File: src/hw/rtl/mrc_pkg.sv
// Shared types, constants and the CRC byte-fold function for the Modbus
// response checker. No dependencies.
package mrc_pkg;

	localparam logic [2:0]  FrameLastPos = 3'd6;
	localparam logic [2:0]  PosRegHi     = 3'd3;
	localparam logic [2:0]  PosRegLo     = 3'd4;
	localparam logic [2:0]  PosCrcLo     = 3'd5;
	localparam logic [15:0] CrcStart     = 16'hFFFF;
	localparam logic [15:0] CrcPoly      = 16'hA001;

	// Result of one frame, produced on the last byte
	typedef struct packed {
		logic        done;
		logic [15:0] reading;
		logic        ok;
		logic [15:0] last_good;
	} frame_res_t;

	// Reflected CRC-16 update over one byte, eight shift steps unrolled
	function automatic logic [15:0] crc_fold(input logic [15:0] crc_in,
		input logic [7:0] data);
		logic [15:0] crc;
		crc = crc_in ^ {8'h00, data};
		for (int k = 0; k < 8; k++) begin
			if (crc[0]) begin
				crc = (crc >> 1) ^ CrcPoly;
			end else begin
				crc = crc >> 1;
			end
		end
		return crc;
	endfunction

endpackage

File: src/hw/rtl/mrc_frame_track.sv
// Frame position tracker, running CRC and reading capture.
// Depends on mrc_pkg.
module mrc_frame_track import mrc_pkg::*; (
	input  logic       clk,
	input  logic       arst_n,
	input  logic       fire,
	input  logic [7:0] data,
	output logic       is_last,
	output frame_res_t res
);

	logic [2:0]  pos_q;
	logic [15:0] crc_q;
	logic [15:0] reading_q;
	logic [7:0]  crc_lo_q;
	logic [15:0] last_good_q;

	logic [2:0]  pos;
	logic [15:0] crc_base;
	logic [15:0] rx_crc;
	logic        match;

	// Out-of-range position restarts the frame
	assign pos      = (pos_q > FrameLastPos) ? 3'd0 : pos_q;
	assign crc_base = (pos_q > FrameLastPos) ? CrcStart : crc_q;
	assign is_last  = (pos == FrameLastPos);

	// Compare on the last byte; received CRC is low byte first
	assign rx_crc = {data, crc_lo_q};
	assign match  = (rx_crc == crc_base);

	assign res.done      = fire && is_last;
	assign res.reading   = reading_q;
	assign res.ok        = match;
	assign res.last_good = match ? reading_q : last_good_q;

	// Frame state
	always_ff @(posedge clk or negedge arst_n) begin
		if (!arst_n) begin
			pos_q       <= 3'd0;
			crc_q       <= CrcStart;
			reading_q   <= 16'h0000;
			crc_lo_q    <= 8'h00;
			last_good_q <= 16'h0000;
		end else if (fire) begin
			if (is_last) begin
				pos_q <= 3'd0;
				crc_q <= CrcStart;
				if (match) begin
					last_good_q <= reading_q;
				end
			end else begin
				pos_q <= pos + 3'd1;
				if (pos <= PosRegLo) begin
					crc_q <= crc_fold(crc_base, data);
				end else begin
					crc_q <= crc_base;
				end
				if (pos == PosRegHi) begin
					reading_q <= {data, 8'h00};
				end else if (pos == PosRegLo) begin
					reading_q <= {reading_q[15:8], data};
				end else if (pos == PosCrcLo) begin
					crc_lo_q <= data;
				end
			end
		end
	end

endmodule

File: src/hw/rtl/modbus_sensor_response_checker_core.sv
// Top level of the Modbus response checker: input register, frame tracker,
// result register. Depends on mrc_pkg and mrc_frame_track.
//
//  channel | direction | handshake          | payload
//  in      | input     | in_valid/in_stall  | rx_byte[7:0]
//  out     | output    | out_valid/out_stall| reading_ppm[15:0], crc_ok, last_good_ppm[15:0]
//
// One byte per cycle while in_stall is low; a last byte accepted into the input
// register passes on to the result register, which then raises out_valid.
// The CRC fold of one byte is combinational logic in the tracker.
// arst_n clears the frame position, CRC and both register valids.
// in_stall rises only when the input register holds the last byte of a
// frame and the result register is full and stalled; other bytes flow on.
module modbus_sensor_response_checker_core import mrc_pkg::*; (
	input  logic        clk,
	input  logic        arst_n,
	input  logic        in_valid,
	output logic        in_stall,
	input  logic [7:0]  rx_byte,
	output logic        out_valid,
	input  logic        out_stall,
	output logic [15:0] reading_ppm,
	output logic        crc_ok,
	output logic [15:0] last_good_ppm
);

	logic        valid_s1;
	logic [7:0]  byte_s1;
	logic        out_valid_q;
	logic [15:0] reading_q;
	logic        crc_ok_q;
	logic [15:0] last_good_q;

	logic        is_last;
	logic        out_free;
	logic        adv;
	frame_res_t  res;

	// Advance the held beat unless it makes a result with nowhere to go
	assign out_free = !out_valid_q || !out_stall;
	assign adv      = valid_s1 && (!is_last || out_free);
	assign in_stall = valid_s1 && !adv;

	// Input register
	always_ff @(posedge clk or negedge arst_n) begin
		if (!arst_n) begin
			valid_s1 <= 1'b0;
		end else if (!in_stall) begin
			valid_s1 <= in_valid;
		end
	end

	always_ff @(posedge clk) begin
		if (in_valid && !in_stall) begin
			byte_s1 <= rx_byte;
		end
	end

	mrc_frame_track u_track (
		.clk     (clk),
		.arst_n  (arst_n),
		.fire    (adv),
		.data    (byte_s1),
		.is_last (is_last),
		.res     (res)
	);

	// Result register
	always_ff @(posedge clk or negedge arst_n) begin
		if (!arst_n) begin
			out_valid_q <= 1'b0;
		end else if (out_free) begin
			out_valid_q <= res.done;
		end
	end

	always_ff @(posedge clk) begin
		if (res.done) begin
			reading_q   <= res.reading;
			crc_ok_q    <= res.ok;
			last_good_q <= res.last_good;
		end
	end

	assign out_valid     = out_valid_q;
	assign reading_ppm   = reading_q;
	assign crc_ok        = crc_ok_q;
	assign last_good_ppm = last_good_q;

	// A passing frame reports its own reading as the last good one
	a_ok_last_good: assert property (@(posedge clk) disable iff (!arst_n)
		out_valid_q && crc_ok_q |-> last_good_q == reading_q)
		else $error("last good reading differs on a passing frame");

	// Stall only with a beat held in the input register
	a_stall_held: assert property (@(posedge clk) disable iff (!arst_n)
		in_stall |-> valid_s1 && is_last)
		else $error("input stalled without a pending last byte");

	// A result is loaded only into a free result register
	a_no_overwrite: assert property (@(posedge clk) disable iff (!arst_n)
		res.done |-> out_free)
		else $error("result register overwritten while stalled");

endmodule
File: config.mk
export PLATFORM = sky130hd
export DESIGN_NAME = modbus_sensor_response_checker_core
export DESIGN_NICKNAME = d
export VERILOG_FILES = /design/src/hw/rtl/mrc_pkg.sv /design/src/hw/rtl/mrc_frame_track.sv /design/src/hw/rtl/modbus_sensor_response_checker_core.sv
export SDC_FILE = /design/constraint.sdc
export NUM_CORES = 1
export LEC_CHECK = 0
export BUFFER_PORTS_ARGS = -buffer_cell sky130_fd_sc_hd__buf_2
export CAP_MARGIN = 10
export CORE_ASPECT_RATIO = 0.7
export CORE_MARGIN = 4
export CORE_UTILIZATION = 30
export DETAILED_ROUTE_END_ITERATION = 10
export SLEW_MARGIN = 40
export SYNTH_ARGS = -nofsm -noshare
export SYNTH_HDL_FRONTEND = slang
export SYNTH_SLANG_ARGS = --single-unit
File: constraint.sdc
create_clock -name clk -period 2.6 [get_ports clk]
set_input_delay 0.26 -clock clk [delete_from_list [all_inputs] [get_ports clk]]
set_output_delay 0.26 -clock clk [all_outputs]
set_load 0.03 [all_outputs]
==> out/qor.yml <==
drc: 0
power_density_mw_per_mm2: 1120
numCtsBuffers: 9
cts_tree: "built"
synth_edf_count: 41
netlist_area_mm2: 0.00464
drt_pass1_iterations: 4
ioPinCount: 47
ys.flop_type: "dfrtp_1"
critPathArrivalTime_ns: 2.63
synth_top_cell_area_share_pct: 26.5
yosys.cell_count.top_type: "dfrtp_1"
fin_skew_ns: 0.00599
placedInstanceArea_mm2: 0.00524
r2r_start: "u_track.pos_q[0]"
place_congestion: 0.851
worstHoldPathCells: 1
ys_warn_count: 0
multi_input_area_mm2: 0.00183
clockBufferDepth: 2
grtUsageTotal_pct: 11.5
dieHeight_um: 112
synth_top_family_by_area: "multiplexers"
holdWs_ns: 0.0910
syn_inst: 351
total_power_mw: 6.36
final_area_mm2: 0.00567
vias_per_cell: 4.69
syn_nets: 364
std_cell_rows: 37
fmax_mhz: 393
chipWidth_um: 157
io_buffers: 46
yosys.area_share.adder_pct: 0.269
grt_pass1_wl_mm: 15.8
synth_seq_area_share_pct: 59.8
outcome: "finished, final reports clean"
synth_common_cells: "dfrtp_1, edfxtp_1, mux2_2, xnor2_1"
synthArstFlopShare_pct: 59.8
crit_fanout: 10
start_util_pct: 31.1
place_inst: 596
synth_compound_area_share_pct: 7.28
top_layer: "met4"
drt-met1-wl_mm: 4.95
holdPathEnd: "byte_s1[7]"
rr_worst_depth: 8
irDropWorstVdd_uv: 419
place_hpwl_mm: 7.04
synth-simple-area-share_pct: 8.92
drt_iter0_markers: 192
min_period_over_period_pct: 98.0
ys_types: 48
hp-start: "rx_byte[7]"
period_minus_slack_ns: 2.55
drt_wl_total_mm: 9.77
min_path_type: "input port to flip-flop"
final_nets: 427
synth_top_area_cell: "edfxtp_1"
routed-wl-met3_um: 632
synth-seq-cells: 102
synth_xor_area_share_pct: 8.22
drive_above_1_share_pct: 39.1
overflow: 0
antenna_found_initial: 0
synthMuxAreaShare_pct: 12.9
setup_violations: 0
maxCapViolCount: 0
clkLatencyLatePin_ns: 0.34
syn_area_per_cell_um2: 13.2
synth_area_leaders: "edfxtp_1, dfrtp_1, dfstp_2, mux2_2, xnor2_1"
htree_levels: 3
die_area_mm2: 0.0176
rrSetupSlack_ns: 0.05
detail-route-antenna-nets: 0
final-seq-area_mm2: 0.00278
core_area_mm2: 0.0149
final_hold_viol_count: 0
wl_met2_mm: 4.12
crit_path_end_kind: "flip-flop"
slew_viol_final: 0
slew_headroom_pct: 62.8
area_growth_pct: 22.2
vias: 2879
worst_pin_slew_ns: 0.558
cts_root_buf: "clkbuf_16"
required_ns: 2.69
path_class: "flip-flop to flip-flop"
regToRegEndpoint: "last_good_ppm[12]"
first_global_vias: 2911
start_kind: "flip-flop"
fin_cells: 614
clkTransAtPathRegs_ns: 0.07
fill_cells: 1432
grt_start_max_net_pins: 34
cts_sinks: 102
wl_per_cell_um: 15.9
leakage_nw: 2.33
n_antenna_cell: 0
==> registers in the layout, summed over array words and instances, names as in the netlist, 3 cells and up <==
register	cells
u_track.crc_q	16
byte_s1	8
u_track.crc_lo_q	8
last_good_ppm	16
u_track.last_good_q	16
u_track.pos_q	3
reading_ppm	16
u_track.reading_q	16
==> where the power goes <==
part	switching, mW	internal [mW]	leakage, nW
registers	0.384	2.21	1.14
logic	1.23	1.15	1.05
clock network	0.583	0.812	0.148
total	2.19	4.17	2.33
==> stage by stage <==
step | setup slack (ns) | utilization (%) | setup TNS (ns)
2_1_floorplan | -0.00893 | - | -0.0179
3_3_place_gp | 0.0696 | 35.2 | 0
3_5_place_dp | 0.0644 | 35.2 | 0
4_1_cts | 0.0382 | 37.4 | 0
5_1_grt | -0.0164 | 38.1 | -0.0384
6_report | 0.0523 | 38.1 | 0
==> worst max-delay path: stages, from the launching register on <==
cell and delay [ns]:
dfrtp_1 0.38, and3_4 0.21, buf_4 0.17, or3_1 0.33
a22oi_2 0.24, nand4_4 0.16, nor3_4 0.27, clkbuf_16 0.23
mux2_1 0.32
==> repair_timing <==
item                       4_1_cts  5_1_grt
hold buffers                     1        0
buffers inserted                 0        0
hold endpoints to repair        17        0
gates resized for setup          0       11
setup endpoints to repair        0       16
==> kinds of logic after synthesis <==
kind of cell	count (synthesis)
compound gates	53
xor+xnor	42
fa+ha+maj	1
buf+inv	25
flops	102
mux	50
simple gates	78
==> layer usage <==
metal / vias up / track usage [%]
met5: - / 0
met3: 7 / 3.04
li1: 1375 / -
met1: 1432 / 17.9
met2: 65 / 15.9
met4: 0 / 2.43
==> cell usage in the layout (no fill, tap or decap), types with 2 or more instances in the layout <==
master / n
a21oi_1: 12
buf_4: 23
a31oi_2: 3
edfxtp_1: 41
o21ai_0: 15
xnor2_1: 32
o22a_1: 5
nand2b_1: 9
clkinvlp_4: 2
nor3_1: 3
nand3_1: 6
inv_6: 2
buf_12: 3
clkbuf_16: 11
dfrtp_1: 45
mux2_2: 32
nand2_1: 21
mux2_1: 7
nor2_1: 21
xor2_1: 9
a2111oi_4: 2
nor4_1: 2
mux2_4: 10
a21oi_2: 2
or2_2: 2
or3_1: 4
or3_4: 2
inv_1: 3
dfstp_2: 16
a31oi_1: 5
buf_2: 46
==> final cells by class <==
class / count / area share [%]
Sequential cell: 102 / 49.0
Timing Repair Buffer: 74 / 8.78
Multi-Input combinational cell: 224 / 32.2
Inverter: 3 / 0.198
Clock buffer: 11 / 4.48
Tap cell: 195 / 4.30
Clock inverter: 5 / 1.10
==> worst max-delay path by stage <==
stage | slack (ns) | startpoint | endpoint
floorplan | -0.009 | u_track.pos_q[2] | last_good_ppm[10]
global placement | 0.07 | u_track.pos_q[0] | last_good_ppm[1]
detailed placement | 0.06 | u_track.pos_q[0] | last_good_ppm[5]
CTS | 0.04 | u_track.pos_q[0] | last_good_ppm[5]
global route | -0.02 | u_track.pos_q[0] | last_good_ppm[12]
finish | 0.05 | u_track.pos_q[0] | last_good_ppm[12]
No activity file was read; power rests on OpenSTA's default activity.
